==> src/hw/rtl/wtrm_ram.sv <==
// ----------------------------------------------------------------------------
// wtrm_ram: generic single-write, single-read RAM
// One write port, one read port, read data registered.
// ----------------------------------------------------------------------------
module wtrm_ram #(
    parameter  int WIDTH = 32,
    parameter  int DEPTH = 64,
    localparam int AW    = (DEPTH > 1) ? $clog2(DEPTH) : 1
) (
    input  logic             i_clk,
    input  logic             i_we,
    input  logic [AW-1:0]    i_waddr,
    input  logic [WIDTH-1:0] i_wdata,
    input  logic [AW-1:0]    i_raddr,
    output logic [WIDTH-1:0] o_rdata
);

    logic [WIDTH-1:0] r_mem [DEPTH];
    logic [WIDTH-1:0] r_rdata;

    always_ff @(posedge i_clk) begin
        if (i_we) begin
            r_mem[i_waddr] <= i_wdata;
        end
        r_rdata <= r_mem[i_raddr];
    end

    assign o_rdata = r_rdata;

endmodule

==> config.mk <==
export PLATFORM = sky130hd
export DESIGN_NAME = wtrm_ram
export DESIGN_NICKNAME = d
export VERILOG_FILES = /design/src/hw/rtl/wtrm_ram.sv
export SDC_FILE = /design/constraint.sdc
export NUM_CORES = 2
export LEC_CHECK = 0
export BUFFER_PORTS_ARGS = -buffer_cell sky130_fd_sc_hd__buf_2
export CORE_ASPECT_RATIO = 0.8
export CORE_MARGIN = 2
export CORE_UTILIZATION = 45
export CTS_CLUSTER_DIAMETER = 150
export DETAILED_ROUTE_END_ITERATION = 10
export PLACE_DENSITY = 0.56
export SYNTH_ARGS = -nofsm -noshare
export SYNTH_HDL_FRONTEND = slang
export SYNTH_SLANG_ARGS = --single-unit
export TNS_END_PERCENT = 5
==> constraint.sdc <==
create_clock -name i_clk -period 4.15 [get_ports i_clk]
set_input_delay 0 -clock i_clk [delete_from_list [all_inputs] [get_ports i_clk]]
set_output_delay 0 -clock i_clk [all_outputs]
set_load 0.01 [all_outputs]
==> flow_metrics.tcl <==
set metrics [dict create \
    avgSynthCellArea_um2 23.6 \
    rows 137 \
    portBuffers 77 \
    die_y_um 378 \
    p_seq_share_pct 53.8 \
    synthFlopType "edfxtp_1" \
    worstPathRequired_ns 4.86 \
    drv_cap 0 \
    grt_antenna_before_repair 9 \
    grt_max_degree 90 \
    cts_root_buf "clkbuf_16" \
    worst-endpoint-arrival_ns 3.06 \
    status "complete, no violations" \
    worstSetupStartpointType "input pin" \
    clkTransAtPathRegs_ns 0.06 \
    worstMarginPinSlew_ns 1.13 \
    async_flop_share_pct 0 \
    track_usage_pct 23.7 \
    io_pins 78 \
    swShare_pct 21.2 \
    clock_sinks 2080 \
    drt_wl_total_um 210000 \
    synth-edff-count 2048 \
    clk-insertion-delay-late_ns 0.83 \
    start_util_pct 45.2 \
    drt.antenna.violating_nets 0 \
    grt_pass1_wl_um 294000 \
    syn_nets 3370 \
    ys_seq_area_share_pct 79.1 \
    power_density_nw_per_um2 484 \
    irDropWorstVdd_mv 0.441 \
    hpwl_um 121000 \
    layout_worst_path_cycle_share_pct 56.6 \
    min_path_type "input pin to flop" \
    worstSetupPathType "input pin to flop" \
    htreeDepth 4 \
    numCtsBuffers 197 \
    slew_headroom_pct 25.0 \
    core_area_um2 174000 \
    finalSetupTns_ns 0 \
    fmax_mhz 426 \
    overflow 0 \
    fin_crit_ns 2.35 \
    cts_buffer_depth 3 \
    via_count 37573 \
    rsz0062_at_grt "false" \
    synth_area_um2 78500 \
    end_kind "flop" \
    fp.dieArea_um2 178000 \
    netlist_instances 3324 \
    drtPass1Iterations 5 \
    setup_ws_ns 1.80 \
    drive_gt1_share_pct 29.9 \
    power.share.clock_pct 41.1 \
    via_per_inst 6.17 \
    p_switching_mw 9.22 \
    first_global_vias 37631 \
    critPathMaxFanout 26 \
    layout.nets 3675 \
    fill_cells 13395 \
    gp_congestion 0.801 \
    leakagePower_nw 27.9 \
    first_iter_violations 4915 \
    wl_per_cell_um 34.5 \
    yosysWarnings 0 \
    setup_viol 0 \
    worst_clock_skew_ns 0.0378 \
    power_frac_comb_pct 5.1 \
    drv_slew 0 \
    die-width_um 471 \
    ys_types 34 \
    cts_tree "done" \
    route.detailed.drc 0 \
    p_int_mw 34.2 \
    finalHoldViolCount 0 \
    syn_to_final_growth_pct 14.3 \
    synth.ff_latch_count 2080 \
    pre_cts_ws_ns 1.05 \
]
[cell families after synthesis]
family	after synthesis	synth area share [%]
flops	2080	79.1
buf+inv	182	1.13
mux	637	16.8
simple gates	223	1.27
compound gates	202	1.67
[per-stage QoR]
step	hold WS, ns	power [mW]	area [um^2]	cells	util, %
6_report	0.0637	43.4	89800	6092	51.6
5_1_grt	0.0439	44.7	89700	6089	51.6
4_1_cts	0.00336	43.8	89700	6088	51.6
3_5_place_dp	0.333	26.1	83000	5684	47.8
3_3_place_gp	0.313	26.0	83000	5684	47.8
2_1_floorplan	0.0989	24.9	78500	3324	-
[worst max-delay path: stages]
cell and delay, ns:
dlygate4sd3_1 0.52, buf_2 0.47, nand2b_2 0.89, o221ai_1 0.30, a21oi_1 0.40, a21oi_1 0.18
nor2_1 0.28
[cell usage after synthesis, drive strengths merged, types with 5 or more instances]
| master | number | share of area [%] |
|---|---|---|
| edfxtp | 2048 | 78 |
| mux4 | 544 | 16 |
| nor2 | 137 | 0.65 |
| buf | 108 | 0.77 |
| mux2i | 93 | 1.2 |
| o22ai | 84 | 0.67 |
| clkbuf | 74 | 0.35 |
| a21oi | 62 | 0.40 |
| dfxtp | 32 | 0.82 |
| o221ai | 27 | 0.30 |
| nand2 | 26 | 0.12 |
| nor2b | 15 | 0.12 |
| a22oi | 12 | 0.11 |
| a311oi | 8 | 0.089 |
| nand2b | 8 | 0.064 |
| nor3 | 7 | 0.045 |
| nand3 | 5 | 0.032 |
| nand3b | 5 | 0.048 |
| or3b | 5 | 0.056 |
[cell type report]
cell class                      count  area, um^2  area share (%)
Antenna cell                        4        10.0          0.0112
Clock buffer                      255        5270            5.88
Clock inverter                    110        1050            1.18
Multi-Input combinational cell   1062       16000            17.8
Sequential cell                  2080       62100            69.2
Tap cell                         2293        2870            3.20
Timing Repair Buffer              288        2440            2.72
[final timing paths]
| check | start | end | slack, ns | cells after the start |
|---|---|---|---|---|
| max | i_raddr[5] | o_rdata[5] | 1.80 | 7 |
| min | i_waddr[3] | r_mem[24][8] | 0.06 | 4 |
| max reg2reg | r_mem[8][2] | o_rdata[2] | 1.91 | 4 |
| min reg2reg | r_mem[13][17] | o_rdata[17] | 0.72 | 4 |
[power groups by stage]
| stage | Sequential (mW) | Clock (mW) | Combinational (mW) |
|---|---|---|---|
| CTS | 23.4 | 18.1 | 2.28 |
| global placement | 23.8 | 0 | 2.20 |
| finish | 23.4 | 17.8 | 2.24 |
| global route | 23.4 | 18.9 | 2.37 |
| floorplan | 23.8 | 0 | 1.13 |
| detailed placement | 23.8 | 0 | 2.24 |
[cell usage in the layout, fill, tap and decap left out, types with 12 or more instances in the layout]
cell type	instances
o22ai_1	84
dfxtp_1	32
nor2_1	75
clkbuf_16	202
edfxtp_1	2048
clkbuf_1	51
a21oi_1	62
a22oi_1	12
mux4_2	544
dlygate4sd3_1	39
nor2_4	62
mux2i_1	93
nor2b_1	14
buf_4	146
clkinv_2	35
nand2_1	26
clkinv_1	43
bufinv_16	19
buf_12	27
buf_2	73
o221ai_1	27
[registers in the layout (all words and copies together) (netlist names)]
register	flops
r_mem	2048
o_rdata	32
[routing by layer]
metal	up-vias	track usage (%)	wire length (um)
met5	-	0	27
met4	6	5.82	4880
met2	1812	36.5	98200
met1	20573	35.0	89200
met3	267	4.94	17800
li1	14915	-	-
[what timing repair did]
action	4_1_cts	5_1_grt
resized for setup	0	0
hold endpoints to repair	2040	0
setup buffers	0	0
hold buffers	39	0
Note: power is estimated with default switching activity, not from simulation.
